==> src/rtl/gzhs_pkg.sv <==
// shared phase codes, status codes, result type and section lookup for the gzip header stripper
package gzhs_pkg;

  // parser phase codes
  localparam logic [3:0] PH_MAGIC1  = 4'd0;
  localparam logic [3:0] PH_MAGIC2  = 4'd1;
  localparam logic [3:0] PH_METHOD  = 4'd2;
  localparam logic [3:0] PH_FLAGS   = 4'd3;
  localparam logic [3:0] PH_FIXED   = 4'd4;
  localparam logic [3:0] PH_XLEN_LO = 4'd5;
  localparam logic [3:0] PH_XLEN_HI = 4'd6;
  localparam logic [3:0] PH_EXTRA   = 4'd7;
  localparam logic [3:0] PH_NAME    = 4'd8;
  localparam logic [3:0] PH_COMMENT = 4'd9;
  localparam logic [3:0] PH_HCRC    = 4'd10;
  localparam logic [3:0] PH_BODY    = 4'd11;

  // per-item status codes
  localparam logic [2:0] ST_HEADER  = 3'd0;
  localparam logic [2:0] ST_PAYLOAD = 3'd1;
  localparam logic [2:0] ST_ERROR   = 3'd2;
  localparam logic [2:0] ST_DISCARD = 3'd3;
  localparam logic [2:0] ST_TRUNC   = 3'd4;

  // header constants
  localparam logic [7:0]  MAGIC1_BYTE   = 8'h1f;
  localparam logic [7:0]  MAGIC2_BYTE   = 8'h8b;
  localparam logic [7:0]  METHOD_BYTE   = 8'h08;
  localparam logic [7:0]  FLG_RSVD_MASK = 8'he0;
  localparam logic [15:0] FIXED_LEN     = 16'd6;
  localparam logic [15:0] HCRC_LEN      = 16'd2;

  // flag bit positions after dropping the text bit
  localparam int unsigned FL_HCRC    = 0;
  localparam int unsigned FL_EXTRA   = 1;
  localparam int unsigned FL_NAME    = 2;
  localparam int unsigned FL_COMMENT = 3;

  // result item handed to the output register
  typedef struct packed {
    logic [7:0] payload_byte;
    logic [2:0] status;
    logic       end_of_stream;
  } result_t;

  // first enabled optional section at or after a phase
  function automatic logic [3:0] next_section(input logic [3:0] from, input logic [3:0] flags);
    logic [3:0] nxt;
    nxt = PH_BODY;
    if (from <= PH_XLEN_LO && flags[FL_EXTRA]) begin
      nxt = PH_XLEN_LO;
    end else if (from <= PH_NAME && flags[FL_NAME]) begin
      nxt = PH_NAME;
    end else if (from <= PH_COMMENT && flags[FL_COMMENT]) begin
      nxt = PH_COMMENT;
    end else if (from <= PH_HCRC && flags[FL_HCRC]) begin
      nxt = PH_HCRC;
    end
    return nxt;
  endfunction

endpackage

==> src/rtl/gzip_header_stripper_top.sv <==
// top level of the gzip header stripper: parser feeding a result register
// each accepted input item's result is captured in the output register
// throughput: one item per cycle while the consumer takes each result, else the single output register stalls input
// an item is taken while a finished result waits if that result is taken in the same cycle
// reset: mode returns to gzip parsing, parser returns to the first magic byte, output empties
module gzip_header_stripper_top (
  input  logic       clk_i,
  input  logic       rst_ni,
  input  logic       cfg_we_i,
  input  logic       cfg_wdata_i,
  input  logic       in_valid_i,
  output logic       in_ready_o,
  input  logic [7:0] data_byte_i,
  input  logic       last_byte_i,
  output logic       out_valid_o,
  input  logic       out_ready_i,
  output logic [7:0] payload_byte_o,
  output logic [2:0] status_o,
  output logic       end_of_stream_o
);

  logic              take;
  gzhs_pkg::result_t cur_result;
  gzhs_pkg::result_t out_result;

  assign take = in_valid_i && in_ready_o;

  // per-byte classification
  gzhs_parser u_parser (
    .clk_i       (clk_i),
    .rst_ni      (rst_ni),
    .cfg_we_i    (cfg_we_i),
    .cfg_wdata_i (cfg_wdata_i),
    .take_i      (take),
    .data_byte_i (data_byte_i),
    .last_byte_i (last_byte_i),
    .result_o    (cur_result)
  );

  // result register toward the consumer
  gzhs_out_reg u_out_reg (
    .clk_i        (clk_i),
    .rst_ni       (rst_ni),
    .in_valid_i   (in_valid_i),
    .in_ready_o   (in_ready_o),
    .in_result_i  (cur_result),
    .out_valid_o  (out_valid_o),
    .out_ready_i  (out_ready_i),
    .out_result_o (out_result)
  );

  assign payload_byte_o  = out_result.payload_byte;
  assign status_o        = out_result.status;
  assign end_of_stream_o = out_result.end_of_stream;

endmodule

==> src/rtl/gzhs_parser.sv <==
// header parser: mode register, parse state and per-byte classification
module gzhs_parser (
  input  logic                 clk_i,
  input  logic                 rst_ni,
  input  logic                 cfg_we_i,
  input  logic                 cfg_wdata_i,
  input  logic                 take_i,
  input  logic [7:0]           data_byte_i,
  input  logic                 last_byte_i,
  output gzhs_pkg::result_t    result_o
);

  logic        gzip_mode_q;
  logic [3:0]  phase_q, phase_d;
  logic [15:0] skip_q, skip_d;
  logic [7:0]  len_lo_q, len_lo_d;
  logic [3:0]  flags_q, flags_d;
  logic        method_ok_q, method_ok_d;
  logic        magic_ok_q, magic_ok_d;
  logic        err_seen_q, err_seen_d;

  logic [2:0]  status;
  logic        fmt_err;
  logic        enter_sec;
  logic [3:0]  sec_from;
  logic        cnt_done;
  logic [15:0] xlen;

  // run counter shared by the fixed, extra and crc skips
  assign cnt_done = (skip_q <= 16'd1);
  assign xlen     = {data_byte_i, len_lo_q};

  // next state and status for the byte on the input
  always_comb begin
    phase_d     = phase_q;
    skip_d      = skip_q;
    len_lo_d    = len_lo_q;
    flags_d     = flags_q;
    method_ok_d = method_ok_q;
    magic_ok_d  = magic_ok_q;
    err_seen_d  = err_seen_q;
    status      = gzhs_pkg::ST_HEADER;
    fmt_err     = 1'b0;
    enter_sec   = 1'b0;
    sec_from    = gzhs_pkg::PH_BODY;

    if (!gzip_mode_q) begin
      status = gzhs_pkg::ST_PAYLOAD;
    end else if (err_seen_q) begin
      status = gzhs_pkg::ST_DISCARD;
    end else begin
      case (phase_q)
        gzhs_pkg::PH_MAGIC1: begin
          magic_ok_d = (data_byte_i == gzhs_pkg::MAGIC1_BYTE);
          phase_d    = gzhs_pkg::PH_MAGIC2;
        end
        gzhs_pkg::PH_MAGIC2: begin
          if (!(magic_ok_q && data_byte_i == gzhs_pkg::MAGIC2_BYTE)) begin
            fmt_err = 1'b1;
          end else begin
            phase_d = gzhs_pkg::PH_METHOD;
          end
        end
        gzhs_pkg::PH_METHOD: begin
          method_ok_d = (data_byte_i == gzhs_pkg::METHOD_BYTE);
          phase_d     = gzhs_pkg::PH_FLAGS;
        end
        gzhs_pkg::PH_FLAGS: begin
          if (!method_ok_q || (data_byte_i & gzhs_pkg::FLG_RSVD_MASK) != 8'd0) begin
            fmt_err = 1'b1;
          end else begin
            flags_d = data_byte_i[4:1];
            skip_d  = gzhs_pkg::FIXED_LEN;
            phase_d = gzhs_pkg::PH_FIXED;
          end
        end
        gzhs_pkg::PH_FIXED: begin
          skip_d = cnt_done ? 16'd0 : skip_q - 16'd1;
          if (cnt_done) begin
            enter_sec = 1'b1;
            sec_from  = gzhs_pkg::PH_XLEN_LO;
          end
        end
        gzhs_pkg::PH_XLEN_LO: begin
          len_lo_d = data_byte_i;
          phase_d  = gzhs_pkg::PH_XLEN_HI;
        end
        gzhs_pkg::PH_XLEN_HI: begin
          skip_d = xlen;
          if (xlen == 16'd0) begin
            enter_sec = 1'b1;
            sec_from  = gzhs_pkg::PH_NAME;
          end else begin
            phase_d = gzhs_pkg::PH_EXTRA;
          end
        end
        gzhs_pkg::PH_EXTRA: begin
          skip_d = cnt_done ? 16'd0 : skip_q - 16'd1;
          if (cnt_done) begin
            enter_sec = 1'b1;
            sec_from  = gzhs_pkg::PH_NAME;
          end
        end
        gzhs_pkg::PH_NAME: begin
          if (data_byte_i == 8'd0) begin
            enter_sec = 1'b1;
            sec_from  = gzhs_pkg::PH_COMMENT;
          end
        end
        gzhs_pkg::PH_COMMENT: begin
          if (data_byte_i == 8'd0) begin
            enter_sec = 1'b1;
            sec_from  = gzhs_pkg::PH_HCRC;
          end
        end
        gzhs_pkg::PH_HCRC: begin
          skip_d = cnt_done ? 16'd0 : skip_q - 16'd1;
          if (cnt_done) begin
            phase_d = gzhs_pkg::PH_BODY;
          end
        end
        default: begin
          // body and unused codes pass bytes on
          status = gzhs_pkg::ST_PAYLOAD;
        end
      endcase

      // move into the next enabled section, loading the crc length there
      if (enter_sec) begin
        phase_d = gzhs_pkg::next_section(sec_from, flags_q);
        if (phase_d == gzhs_pkg::PH_HCRC) begin
          skip_d = gzhs_pkg::HCRC_LEN;
        end
      end

      // error and truncation marking
      if (fmt_err) begin
        status     = gzhs_pkg::ST_ERROR;
        err_seen_d = 1'b1;
      end else if (status == gzhs_pkg::ST_HEADER && last_byte_i &&
                   phase_d != gzhs_pkg::PH_BODY) begin
        status = gzhs_pkg::ST_TRUNC;
      end
    end

    // the last byte of a stream, in any phase, returns the parser to its start
    if (last_byte_i) begin
      phase_d     = gzhs_pkg::PH_MAGIC1;
      skip_d      = 16'd0;
      len_lo_d    = 8'd0;
      flags_d     = 4'd0;
      method_ok_d = 1'b0;
      magic_ok_d  = 1'b0;
      err_seen_d  = 1'b0;
    end
  end

  // result for the current byte
  assign result_o.payload_byte  = (status == gzhs_pkg::ST_PAYLOAD) ? data_byte_i : 8'd0;
  assign result_o.status        = status;
  assign result_o.end_of_stream = last_byte_i;

  // mode register
  always_ff @(posedge clk_i or negedge rst_ni) begin
    if (!rst_ni) begin
      gzip_mode_q <= 1'b1;
    end else if (cfg_we_i) begin
      gzip_mode_q <= cfg_wdata_i;
    end
  end

  // parse state, advanced once per accepted item
  always_ff @(posedge clk_i or negedge rst_ni) begin
    if (!rst_ni) begin
      phase_q     <= gzhs_pkg::PH_MAGIC1;
      skip_q      <= 16'd0;
      len_lo_q    <= 8'd0;
      flags_q     <= 4'd0;
      method_ok_q <= 1'b0;
      magic_ok_q  <= 1'b0;
      err_seen_q  <= 1'b0;
    end else if (take_i) begin
      phase_q     <= phase_d;
      skip_q      <= skip_d;
      len_lo_q    <= len_lo_d;
      flags_q     <= flags_d;
      method_ok_q <= method_ok_d;
      magic_ok_q  <= magic_ok_d;
      err_seen_q  <= err_seen_d;
    end
  end

endmodule

==> src/rtl/gzhs_out_reg.sv <==
// output register holding one result item, refilled in the cycle it is taken
module gzhs_out_reg (
  input  logic              clk_i,
  input  logic              rst_ni,
  input  logic              in_valid_i,
  output logic              in_ready_o,
  input  gzhs_pkg::result_t in_result_i,
  output logic              out_valid_o,
  input  logic              out_ready_i,
  output gzhs_pkg::result_t out_result_o
);

  logic              valid_q;
  gzhs_pkg::result_t result_q;

  // free when empty or being drained this cycle
  assign in_ready_o = !valid_q || out_ready_i;

  // valid flag
  always_ff @(posedge clk_i or negedge rst_ni) begin
    if (!rst_ni) begin
      valid_q <= 1'b0;
    end else if (in_ready_o) begin
      valid_q <= in_valid_i;
    end
  end

  // payload, no reset needed
  always_ff @(posedge clk_i) begin
    if (in_ready_o && in_valid_i) begin
      result_q <= in_result_i;
    end
  end

  assign out_valid_o  = valid_q;
  assign out_result_o = result_q;

endmodule

==> config.mk <==
export PLATFORM = sky130hd
export DESIGN_NAME = gzip_header_stripper_top
export DESIGN_NICKNAME = d
export VERILOG_FILES = /design/src/rtl/gzhs_pkg.sv /design/src/rtl/gzip_header_stripper_top.sv /design/src/rtl/gzhs_parser.sv /design/src/rtl/gzhs_out_reg.sv
export SDC_FILE = /design/constraint.sdc
export NUM_CORES = 1
export LEC_CHECK = 0
export BUFFER_PORTS_ARGS = -buffer_cell sky130_fd_sc_hd__buf_4
export CORE_ASPECT_RATIO = 0.9
export CORE_MARGIN = 5
export CORE_UTILIZATION = 56
export CTS_BUF_LIST = sky130_fd_sc_hd__clkbuf_8
export DETAILED_ROUTE_END_ITERATION = 8
export PLACE_DENSITY_LB_ADDON = 0.15
export SLEW_MARGIN = 25
export SYNTH_ARGS = -nofsm -noshare
export SYNTH_HDL_FRONTEND = slang
export SYNTH_HIERARCHICAL = 1
export SYNTH_SLANG_ARGS = --single-unit
==> constraint.sdc <==
create_clock -name clk_i -period 2.63 [get_ports clk_i]
set_input_delay 0.526 -clock clk_i [delete_from_list [all_inputs] [get_ports clk_i]]
set_output_delay 0.526 -clock clk_i [all_outputs]
set_load 0.1 [all_outputs]
==> Yosys cells after proc, flatten, opt, wreduce, memory -nomap -nowiden <==
Cells that the tools add are included.
{ "totals": {"ff_bits": 49, "inputBits": 15, "out_inout_bits": 14, "word_cells": 141} }
{ "classes": {"add_sub_neg": 1, "order_cmp": 5, "n_eq_ne": 18, "n_mux": 73, "reduce_logical": 32} }
{ "ops": {"columns": ["cell", "count"], "rows": [
  ["$mux W16", 7],
  ["$mux W4", 24],
  ["$pmux W16 S3", 1],
  ["$mux W8", 4],
  ["$pmux W4 S7", 1],
  ["$mux W1", 24],
  ["$pmux W4 S5", 1],
  ["$mux W3", 6],
  ["$eq A4 B3 Y1 const B", 4],
  ["$eq A4 B4 Y1 const B", 4],
  ["$le A16 B1 Y1 const B", 1],
  ["$logic_not A16 Y1", 1],
  ["$sub A16 B1 Y16 const B", 1],
  ["$le A4 B4 Y1 const B", 3],
  ["$reduce_and A4 Y1", 3],
  ["$reduce_or A11 Y1", 1],
  ["$reduce_bool A2 Y1", 5],
  ["$eq A4 B2 Y1 const B", 2],
  ["$eq A8 B4 Y1 const B", 1],
  ["$eq A8 B5 Y1 const B", 1],
  ["$eq A8 B8 Y1 const B", 1],
  ["$logic_and A1 B1 Y1", 8],
  ["$logic_not A8 Y1", 1],
  ["$reduce_bool A8 Y1", 1],
  ["other kinds (17)", 23]
]} }

==> Depth between registers and ports, before layout <==
Gate-level depths: netlist of the first run.
{ "logic_depth": {"word_depth": 24, "ltp_mapped": 10, "ltp_nobuf": 9} }

==> Hierarchy <==
The synthesis of the first run kept the hierarchy.
{ "modules_own_cells": {"columns": ["module", "n_inst", "cells_per_inst", "area_each_um2", "seq_area_each_um2"], "rows": [
  ["gzhs_parser", 1, 321, 2711.4, 902.1],
  ["gzhs_out_reg", 1, 16, 414.1, 385.4],
  ["gzip_header_stripper_top", 1, 1, 6.3, 0.0]
]} }

==> Worst setup path after synthesis of the first run <==
Ideal clock, no wire load.
{ "synth_path": {"path_kind": "flip-flop to flip-flop", "from": "register u_out_reg.valid_q (netlist: u_out_reg/out_valid_o)", "to": "register u_parser.phase_q[2]", "setup_time_ns": 0.121, "arrival_time_ns": 2.621, "t_required_ns": 2.509, "slack_ns": -0.112, "stages_incl_launch_ff": 8, "path_buffers": 2, "synth_period_minus_slack_ns": 2.742, "path_cell_list": "dfrtp_1 > nand2b_4 > and2_1 > o21ai_0 > clkbuf_1 > clkbuf_1 > a21oi_1 > o22a_1"} }
{ "synth_between": {"elab_chain_len": 4} }
{ "synth_lines": {"columns": ["element", "line_no", "rtl"], "rows": [
  ["from (decl)", "gzhs_out_reg.sv:13", "logic valid_q;"],
  ["from (signal assigned)", "gzhs_out_reg.sv:24", "valid_q <= in_valid_i;"],
  ["$logic_not A1 Y1", "gzhs_out_reg.sv:17", "assign in_ready_o = !valid_q || out_ready_i;"],
  ["$logic_or A1 B1 Y1", "gzhs_out_reg.sv:17", null],
  ["net in_ready_o", "gzip_header_stripper_top.sv:12", "output logic in_ready_o,"],
  ["$logic_and A1 B1 Y1", "gzip_header_stripper_top.sv:26", "assign take = in_valid_i && in_ready_o;"],
  ["net take", "gzip_header_stripper_top.sv:22", "logic take;"],
  ["$reduce_and A3 Y1 (no source line)", null, null],
  ["to (signal assigned)", "gzhs_parser.sv:175", "phase_q <= gzhs_pkg::PH_MAGIC1;"],
  ["to (signal assigned)", "gzhs_parser.sv:183", "phase_q <= phase_d;"],
  ["to (decl)", "gzhs_parser.sv:14", "logic [3:0] phase_q, phase_d;"]
]} }
The timed path passes the listed nets, and every way through them passes these cells.
A chain may end at the register's enable or synchronous reset.

==> Final worst setup path of the first run <==
{ "layout_path": {"from": "register u_parser.skip_q[12]", "to": "register u_parser.skip_q[3]"} }
{ "layout_between": {"elab_chain_len": 20, "word_cells_on_any_way": 33, "classes_between": "order compare: 5; eq/ne: 1; mux: 23; reduce/logical: 4"} }
{ "layout_lines": {"columns": ["element", "line_no", "rtl"], "rows": [
  ["from (decl)", "gzhs_parser.sv:15", "logic [15:0] skip_q, skip_d;"],
  ["from (signal assigned)", "gzhs_parser.sv:184", "skip_q <= skip_d;"],
  ["$le A16 B1 Y1 *", "gzhs_parser.sv:30", "assign cnt_done = (skip_q <= 16'd1);"],
  ["$mux W2 or $mux W4 (tied branches)", "gzhs_parser.sv:99, gzhs_parser.sv:79", null],
  ["$pmux W4 S5", "gzhs_parser.sv:52", "case (phase_q)"],
  ["$mux W4", "gzhs_parser.sv:49", "end else if (err_seen_q) begin"],
  ["$mux W4", "gzhs_parser.sv:47", "if (!gzip_mode_q) begin"],
  ["$le A4 B4 Y1", "gzhs_pkg.sv:56", "end else if (from <= PH_HCRC && flags[FL_HCRC]) begin"],
  ["$logic_and A1 B1 Y1", "gzhs_pkg.sv:56", null],
  ["$mux W1", "gzhs_pkg.sv:56", null],
  ["[4 not listed]", null, null],
  ["$mux W4", "gzhs_parser.sv:49", null],
  ["$mux W4", "gzhs_parser.sv:47", null],
  ["$eq A4 B4 Y1", "gzhs_parser.sv:131", "if (phase_d == gzhs_pkg::PH_HCRC) begin"],
  ["$mux W16", "gzhs_parser.sv:131", null],
  ["$mux W16 *", "gzhs_parser.sv:129", "if (enter_sec) begin"],
  ["$mux W16 *", "gzhs_parser.sv:49", null],
  ["$mux W16 *", "gzhs_parser.sv:47", null],
  ["$mux W16 *", "gzhs_parser.sv:147", "if (last_byte_i) begin"]
]} }
Every way passes the cells marked *; elsewhere a longest branch is shown, timed or not. The select of a mux whose other input is x is not followed.

==> results of run 1 <==
cells by family (layout without fill, tap and decap cells):
| family | Yosys count | after routing |
|---|---|---|
| buffers and inverters | 26 | 106 |
| flip-flops | 49 | 49 |
| multiplexers | 9 | 9 |
| XOR/XNOR | 3 | 3 |
| AO/OA/AOI/OAI | 111 | 111 |
| adder cells (fa/ha/maj) | 2 | 2 |
| AND/OR/NAND/NOR | 138 | 138 |
timing repair:
| item | in CTS | in global routing |
|---|---|---|
| hold endpoints to repair | 0 | 0 |
| resized for setup | 2 | 6 |
| buffers inserted | 1 | 1 |
| endpoints found under the setup margin | 1 | 1 |
| cloned | 0 | 0 |
| pin swaps | 1 | 7 |
stage by stage:
stage / std cells / power, mW / worst slack [ns] / utilization, % / hold slack [ns]
floorplan: 338 / 1.56 / 0.0106 / - / 0.230
global placement: 475 / 1.83 / -0.201 / 71.5 / 0.489
detailed placement: 475 / 1.86 / -0.258 / 71.5 / 0.496
CTS: 484 / 2.43 / 0.0108 / 74.1 / 0.183
global route: 485 / 2.56 / -0.0640 / 74.7 / 0.203
finish: 485 / 2.46 / 0.0175 / 74.7 / 0.170
power by group:
part,leakage (nW),internal (mW),switching (mW)
clock,0.0543,0.285,0.275
sequential,0.608,0.879,0.0696
combinational,1.04,0.364,0.583
total,1.70,1.53,0.928
worst max-delay path by stage:
stage	from	endpoint	slack, ns	depth (start not counted)
after floorplan	data_byte_i[4]	u_out_reg/out_result_o[3]	0.01	7
after global placement	data_byte_i[4]	u_out_reg/out_result_o[3]	-0.20	8
after detailed placement	data_byte_i[4]	u_out_reg/out_result_o[3]	-0.26	8
after CTS	u_parser/skip_q[15]	u_out_reg/out_result_o[3]	0.01	7
after global routing	u_parser/skip_q[12]	u_parser/skip_q[3]	-0.06	9
final	u_parser/skip_q[12]	u_parser/skip_q[3]	0.02	9
per-layer routing:
metal | wire [um] | up-vias | share of wire, % | track usage [%]
met2 | 4190 | 201 | 45 | 43.3
met1 | 4010 | 1480 | 43 | 38.7
li1 | - | 1428 | - | -
met5 | 0 | - | 0 | 0
met3 | 971 | 29 | 10 | 4.16
met4 | 232 | 0 | 2.5 | 8.76
cell type report:
type	instances	area (sq um)	share of cell area (%)
clock buffer	5	68.8	1.72
clock inverter	3	46.3	1.16
inverter	11	41.3	1.03
multi-input combinational	263	1790	44.8
sequential	49	1290	32.2
tap	67	83.8	2.10
timing repair buffer	87	678	17.0
state kept, by name, summed over array words and instances, names as in the netlist:
signal	flops
u_parser/skip_q	16
u_out_reg/out_result_o	12
u_parser/len_lo_q	8
u_parser/flags_q	4
u_parser/phase_q	4
u_out_reg/out_valid_o	1
u_parser/err_seen_q	1
u_parser/gzip_mode_q	1
u_parser/magic_ok_q	1
u_parser/method_ok_q	1
cell usage in the layout (no fill, tap or decap), types with 4 or more instances in the layout:
cell / netlist / routed
buf_4: 1 / 85
a22o_1: 8 / 8
inv_1: 11 / 11
nand2_1: 28 / 27
a21oi_1: 22 / 22
o21ai_0: 27 / 26
nor3_1: 14 / 13
o21ai_1: 5 / 5
dfrtp_1: 36 / 35
nand3_1: 9 / 8
nand2b_1: 6 / 6
nor2_1: 26 / 26
clkbuf_8: 0 / 5
or4_1: 5 / 5
o41ai_1: 5 / 5
edfxtp_1: 12 / 12
and2_1: 10 / 10
mux2_2: 9 / 9
nor2b_1: 12 / 12
o211ai_1: 5 / 5
a221oi_1: 4 / 4
critical path: cells and delay by family, from the launching register on:
family,cells,cell delay [ns]
simple gates,4,1.15
compound gates,3,0.58
flops,1,0.43
buf+inv,2,0.33
==> flow_metrics.tcl, run 1 <==
set metrics [dict create \
    start_util_pct 58.5 \
    maxCapViolCount 0 \
    synthCells 338 \
    gp_congestion 0.990 \
    slew_headroom_pct 59.1 \
    die-width_um 88.8 \
    maxSlewViolCount 0 \
    cts_tree "built" \
    fin_skew_ns 0.0173 \
    power_density_mw_per_mm2 614 \
    ff2ff_setup_slack_ns 0.02 \
    cp.required_ns 2.83 \
    grt_setup_unrepaired "yes" \
    die_area_sq_mm 0.00719 \
    peakVddDrop_v 0.000461 \
    dp_hpwl_mm 7.01 \
    cpPeakStageDelay_ns 0.44 \
    grt_pass1_vias 2932 \
    syn2layout_area_growth_pct 27.6 \
    first_pass_iters 7 \
    io_pins 29 \
    insertion_delay_ns 0.32 \
    hold_class "in -> async" \
    synth.net_count 355 \
    syn_area_sq_mm 0.00313 \
    grtUsageTotal_pct 27.4 \
    cp-start-kind "flop" \
    clk_transition_reported_paths_ns 0.11 \
    synthSimpleGateAreaFrac_pct 26.0 \
    seq_area_frac_synth_pct 41.1 \
    yosys-top-cells-area "dfrtp_1 (29%), edfxtp_1 (12%), o21ai_0 (4.3%)" \
    vias_per_cell 6.47 \
    arrival_ns 2.81 \
    synth_top_family_by_area "simple AND/OR/NAND/NOR gates" \
    ant_nets 0 \
    rr_startpoint "u_parser/skip_q[12]" \
    grt_pass1_wl_mm 15.0 \
    ctsHoldBuffers 0 \
    cts-root-buf "clkbuf_8" \
    design_area_sq_mm 0.00400 \
    ys_warn_count 6 \
    diodes 0 \
    synthAdderAreaFrac_pct 0.799 \
    worst_slew_pin_slew_ns 0.609 \
    synth_ff_type "dfrtp_1" \
    wirelength_mm 9.41 \
    placed_cell_area_sq_mm 0.00382 \
    outcome "finished clean" \
    cts.sinks 49 \
    grt_max_degree 38 \
    nFillCells 405 \
    synth_edf_count 12 \
    wire_per_inst_um 19.4 \
    period_share_pct 99.3 \
    hold_violations 0 \
    synth_mux_area_share_pct 3.24 \
    synth_compound_area_share_pct 24.8 \
    vias 3138 \
    numPortBuffers 28 \
    cts_max_level 2 \
    crit_path_top_delay_cell "or3_4" \
    cts_buffer_depth 2 \
    path_cells "nor4_4 -> buf_4 -> nand4b_1 -> or3_4 -> a31oi_4 -> nor3b_4 -> a211oi_4 -> buf_12 -> a221o_1" \
    crit_type "reg -> reg" \
    antenna_found_initial 0 \
    cts-buffers-inserted 5 \
    power.leakage_nw 1.70 \
    synth_top_area_share_pct 28.8 \
    ys_types 67 \
    yosysMostFrequentCell "dfrtp_1" \
    yosys.area_share.xor_xnor_pct 0.839 \
    synthTopCellsByCount "dfrtp_1 (36), nand2_1 (28), o21ai_0 (27)" \
    postSynthAreaPerCell_sq_um 9.27 \
    synth.largest_area_cell "dfrtp_1" \
    grt_overflow 0 \
    end_kind "flop" \
    nNetsFinal 434 \
    dieHeight_um 80.9 \
    r2r-end "u_parser/skip_q[3]" \
    drive_gt1_share_pct 32.1 \
    async_flop_share_pct 75.5 \
    r2r_cells 9 \
    critPathMaxFanout 8 \
    setup_viol 0 \
    ys_ff_latch 49 \
    finalCriticalPeriod_ns 2.61 \
    drcViolationCount 0 \
    rows 25 \
    max_freq_ghz 0.383 \
    tns_ns 0 \
    core_area_sq_mm 0.00535 \
    drt_first_iter_violations 437 \
]
Note: power is estimated with default switching activity, not from simulation.
==> run 2, diff against run 1 <==
--- a/config.mk
+++ b/config.mk
@@ -6,7 +6,7 @@
 export NUM_CORES = 1
 export LEC_CHECK = 0
 export BUFFER_PORTS_ARGS = -buffer_cell sky130_fd_sc_hd__buf_4
-export CORE_ASPECT_RATIO = 0.9
+export CORE_ASPECT_RATIO = 2
 export CORE_MARGIN = 5
 export CORE_UTILIZATION = 56
 export CTS_BUF_LIST = sky130_fd_sc_hd__clkbuf_8
==> run 2 against run 1 <==
Net effect:
- clock skew shrank 0.0091 ns
- first-iteration DRC count shrank 37%
- sequential share of layout area rose by 0.072 points
- via count up 1.8%
- critical path depth is 1 higher
- routed wire length increased by 13%
- global-route usage increased by 2.8 points
- total power up 3.2%
- clock power is 1% lower
- largest power group is now combinational logic
- setup slack better by 0.036 ns
- die area is 1.2% higher
==> flow_metrics.tcl, run 2 (synthesis results as in run 1) <==
set metrics [dict create \
    fin_skew_ns 0.00828 \
    die_area_sq_mm 0.00728 \
    cp.required_ns 2.88 \
    power_density_mw_per_mm2 635 \
    setup_viol 0 \
    first_pass_iters 5 \
    grtUsageTotal_pct 30.2 \
    cpPeakStageDelay_ns 0.55 \
    largest_reg_flops 16 \
    fin_cells 484 \
    cts.sinks 49 \
    path_cells "buf_4 -> or4_4 -> nor3_4 -> a31oi_1 -> buf_4 -> a211oi_2 -> o21ai_2 -> a211oi_4 -> buf_4 -> a22o_1" \
    mostFrequentLayoutCells "buf_4 (93), dfrtp_1 (34), nand2_1 (28), nor2_1 (26), o21ai_0 (26)" \
    cts_max_level 2 \
    power.leakage_nw 1.72 \
    dp_hpwl_mm 8.19 \
    final_common_cell "buf_4" \
    wirelength_mm 10.7 \
    drt_first_iter_violations 275 \
    worst_slew_pin_slew_ns 0.799 \
    clk_transition_reported_paths_ns 0.10 \
    outcome "finished clean" \
    insertion_delay_ns 0.32 \
    grt_max_degree 38 \
    numPortBuffers 28 \
    vias_per_cell 6.60 \
    antenna_found_initial 0 \
    grt_setup_unrepaired "yes" \
    diodes 0 \
    crit_path_top_delay_cell "or4_4" \
    drcViolationCount 0 \
    maxCapViolCount 0 \
    maxSlewViolCount 0 \
    grt_pass1_vias 3277 \
    critPathMaxFanout 5 \
    rr_startpoint "u_parser/skip_q[12]" \
    nFillCells 429 \
    gp_congestion 0.956 \
    placedCellCount 473 \
    io_pins 29 \
    slew_headroom_pct 46.7 \
    path_common_cell "buf_4" \
    core_area_sq_mm 0.00542 \
    cts-buffers-inserted 5 \
    ant_nets 0 \
    crit_type "in -> reg" \
    wire_per_inst_um 22.0 \
    dieHeight_um 116 \
    pre_cts_ws_ns -0.224 \
    ff2ff_setup_slack_ns 0.06 \
    start_util_pct 57.8 \
    r2r-end "u_out_reg/out_result_o[3]" \
    rows 38 \
    setup_ws_ns 0.0538 \
    power_mw 2.54 \
    end_kind "flop" \
    p_int_mw 1.56 \
    cp-start-kind "input port" \
    max_freq_ghz 0.388 \
    placed_cell_area_sq_mm 0.00383 \
    swShare_pct 38.3 \
    clockPowerShare_pct 21.9 \
    power_switching_mw 0.971 \
    hold_violations 0 \
    die-width_um 62.9 \
    arrival_ns 2.83 \
    ctsHoldBuffers 0 \
    top_register "u_parser/skip_q" \
    pwr-share-comb_pct 40.4 \
    drive_gt1_share_pct 32.5 \
    hold_class "in -> async" \
    cts-root-buf "clkbuf_8" \
    vias 3194 \
    peakVddDrop_v 0.000594 \
    nNetsFinal 440 \
    finalCriticalPeriod_ns 2.58 \
    design_area_sq_mm 0.00399 \
    period_share_pct 98.0 \
    r2r_cells 7 \
    cts_buffer_depth 2 \
    grt_overflow 0 \
    seqPwrFrac_pct 37.7 \
    cts_tree "built" \
    grt_pass1_wl_mm 16.7 \
    syn2layout_area_growth_pct 27.5 \
]
[run 2: worst max path at each step]
stage,start,end,slack [ns],depth (start not counted)
detailed placement,data_byte_i[4],u_out_reg/out_result_o[3],-0.22,8
CTS,u_parser/skip_q[0],u_out_reg/out_result_o[3],0.01,9
finish,data_byte_i[4],u_parser/skip_q[12],0.05,10
global route,u_parser/len_lo_q[0],u_parser/skip_q[3],-0.05,8
floorplan,data_byte_i[4],u_out_reg/out_result_o[3],0.01,7
global placement,data_byte_i[4],u_out_reg/out_result_o[3],-0.19,8
[run 2: final cells by class]
cell class | count | area, sq um | share of cell area, %
Multi-Input combinational cell | 263 | 1780 | 44.5
Sequential cell | 49 | 1290 | 32.3
Timing Repair Buffer | 93 | 698 | 17.5
Tap cell | 60 | 75.1 | 1.88
Clock buffer | 5 | 68.8 | 1.72
Clock inverter | 3 | 42.5 | 1.07
Inverter | 11 | 41.3 | 1.03
[run 2: routing by layer]
metal	routed length [um]	vias up	global-route usage (%)	part of all wire [%]
li1	-	1444	-	-
met5	0	-	0	0
met2	5450	168	52.4	51
met4	1080	0	28.0	10
met3	559	64	4.85	5.2
met1	3570	1518	30.0	33
[run 2: stage by stage]
stage	TNS [ns]	utilization [%]	hold WS, ns
floorplan	0	-	0.230
finish	0	73.7	0.163
detailed placement	-2.71	70.6	0.495
CTS	0	72.8	0.184
global placement	-2.07	70.6	0.488
global route	-0.245	73.7	0.201
[run 2: worst max-delay path, delay by kind of cell]
| family | cells | cell delay [ns] |
|---|---|---|
| AND/OR/NAND/NOR | 2 | 0.75 |
| buffers and inverters | 3 | 0.52 |
| AO/OA/AOI/OAI | 5 | 1.03 |
[run 2: what timing repair did]
| item | in CTS | in global routing |
|---|---|---|
| pin swaps | 0 | 7 |
| gates resized for setup | 2 | 5 |
| buffers inserted | 0 | 3 |
| endpoints found under the setup margin | 1 | 14 |
[run 2: power groups by stage]
stage	Sequential [mW]	Combinational [mW]	Clock [mW]
6_report	0.957	1.02	0.554
5_1_grt	0.966	1.09	0.585
4_1_cts	0.954	0.976	0.562
3_5_place_dp	0.969	0.970	0
3_3_place_gp	0.966	0.950	0
2_1_floorplan	1.10	0.459	0
==> run 3, diff against run 2 <==
--- a/config.mk
+++ b/config.mk
@@ -6,7 +6,6 @@
 export NUM_CORES = 1
 export LEC_CHECK = 0
 export BUFFER_PORTS_ARGS = -buffer_cell sky130_fd_sc_hd__buf_4
-export CORE_ASPECT_RATIO = 2
 export CORE_MARGIN = 5
 export CORE_UTILIZATION = 56
 export CTS_BUF_LIST = sky130_fd_sc_hd__clkbuf_8
==> run 3 against run 2 <==
Net effect:
- hold slack better by 0.029 ns
- maximum frequency down 1.7%
- clock power down 20%
- register-to-register slack worse by 0.05 ns
- via count down 1.4%
- largest cell class unchanged
==> flow_metrics.tcl, run 3 (synthesis results as in run 1) <==
set metrics [dict create \
    outcome "finished clean" \
    die_area_sq_mm 0.00719 \
    clk_transition_reported_paths_ns 0.09 \
    grtUsageTotal_pct 26.9 \
    insertion_delay_ns 0.30 \
    power_mw 2.43 \
    numPortBuffers 28 \
    cts_tree "built" \
    hold_class "in -> async" \
    final_common_cell "buf_4" \
    largest_reg_flops 16 \
    swShare_pct 39.0 \
    cpPeakStageDelay_ns 0.42 \
    clockPowerShare_pct 18.3 \
    crit_type "reg -> reg" \
    period_share_pct 99.6 \
    end_kind "flop" \
    cts_buffer_depth 2 \
    cp.required_ns 2.84 \
    worst_slew_pin_slew_ns 0.658 \
    critPathLaunch "u_parser/skip_q[12]" \
    ant_nets 0 \
    rr_startpoint "u_parser/skip_q[12]" \
    seqCellArea_sq_mm 0.00129 \
    power_switching_mw 0.948 \
    final_util_pct 73.7 \
    grt_pass1_vias 3060 \
    drt_first_iter_violations 421 \
    power.leakage_nw 1.71 \
    dp_hpwl_mm 6.95 \
    drive_gt1_share_pct 33.4 \
    io_pins 29 \
    maxCapViolCount 0 \
    nFillCells 432 \
    wire_per_inst_um 19.5 \
    p_int_mw 1.48 \
    vias 3149 \
    die-width_um 84.8 \
    core_area_sq_mm 0.00547 \
    path_cells "nor4_4 -> buf_4 -> nand4b_4 -> or3_4 -> a21boi_4 -> nor3b_4 -> or3b_4 -> buf_4 -> o31ai_4" \
    maxSlewViolCount 0 \
    drcViolationCount 0 \
    grt_pass1_wl_mm 15.4 \
    tns_ns 0 \
    seqPwrFrac_pct 39.0 \
    cts_max_level 2 \
    vias_per_cell 6.37 \
    pwr-share-comb_pct 42.7 \
    max_freq_ghz 0.382 \
    syn2layout_area_growth_pct 28.8 \
    dieHeight_um 84.8 \
    diodes 0 \
    rows 27 \
    slew_headroom_pct 56.0 \
    first_pass_iters 5 \
    grt_overflow 0 \
    wirelength_mm 9.65 \
    peakVddDrop_v 0.000359 \
    finalCriticalPeriod_ns 2.62 \
    multi_input_area_sq_mm 0.00183 \
    r2r_cells 9 \
    hold_violations 0 \
    grt_setup_unrepaired "yes" \
    crit_cells 9 \
    top_register "u_parser/skip_q" \
    setup_viol 0 \
    mostFrequentLayoutCells "buf_4 (89), dfrtp_1 (35), nand2_1 (28), o21ai_0 (26), nor2_1 (25)" \
    antenna_found_initial 0 \
    cp_top_family "simple AND/OR/NAND/NOR gates" \
    worst-path-buf-inv 2 \
    fin_skew_ns 0.00696 \
    critPathMaxFanout 4 \
    nNetsFinal 438 \
    cts-buffers-inserted 5 \
    cp-start-kind "flop" \
    gp_congestion 0.895 \
    start_util_pct 57.2 \
    power_density_mw_per_mm2 602 \
    arrival_ns 2.83 \
    path_common_cell "buf_4" \
    cts-root-buf "clkbuf_8" \
    crit_path_top_delay_cell "dfrtp_1" \
    cts.sinks 49 \
    ctsHoldBuffers 0 \
    grt_max_degree 38 \
]
==> run 3: final cells by class <==
| type | instances | share of cell area, % |
|---|---|---|
| multi-input combinational | 263 | 45.3 |
| timing repair buffer | 91 | 17.3 |
| sequential | 49 | 31.9 |
| tap | 72 | 2.23 |
| clock inverter | 3 | 0.434 |
| clock buffer | 5 | 1.71 |
| inverter | 11 | 1.02 |
==> run 3: per-stage QoR <==
stage / setup slack (ns) / area, sq um / hold slack (ns) / std cells
after floorplan: 0.0106 / 3130 / 0.230 / 338
after global placement: -0.246 / 3810 / 0.492 / 478
after detailed placement: -0.254 / 3810 / 0.500 / 478
after CTS: 0.000801 / 3980 / 0.199 / 492
after global routing: -0.0831 / 4040 / 0.211 / 494
final: 0.00931 / 4040 / 0.192 / 494
==> run 3: metal layers <==
metal,global-route usage [%],wire [um],vias up
met1,37.3,3990,1515
li1,-,-,1431
met2,43.7,4660,178
met4,9.21,197,0
met5,0,0,-
met3,3.14,802,25
==> run 3: timing repair <==
action                                 4_1_cts  5_1_grt
endpoints found under the hold margin        0        0
pin swaps                                    9        8
setup endpoints to repair                    1       17
setup buffers                                6        3
resized for setup                            6       11
==> run 3: worst paths after layout <==
check,endpoint,slack [ns]
setup / recovery,u_parser/phase_q[0],0.009
hold / removal,u_parser/skip_q[15],0.19
min in group clk_i,u_out_reg/out_valid_o,0.43
max in group asynchronous,u_out_reg/out_valid_o,2.08
hold reg to reg,u_parser/skip_q[8],0.52
setup reg to reg,u_parser/phase_q[0],0.009
==> run 3: power by group through the flow <==
stage | clock network (mW) | registers, mW | logic, mW
final | 0.444 | 0.947 | 1.04
after global routing | 0.492 | 0.954 | 1.11
after global placement | 0 | 0.955 | 0.902
after detailed placement | 0 | 0.958 | 0.922
after CTS | 0.453 | 0.942 | 0.980
after floorplan | 0 | 1.10 | 0.459
==> run 3: worst register-to-register path, cell delays in order (launching register included) <==
cell and delay (ns):
dfrtp_1 0.42, nor4_4 0.35, buf_4 0.19, nand4b_4 0.13, or3_4 0.40, a21boi_4 0.20
nor3b_4 0.07, or3b_4 0.37, buf_4 0.16, o31ai_4 0.23
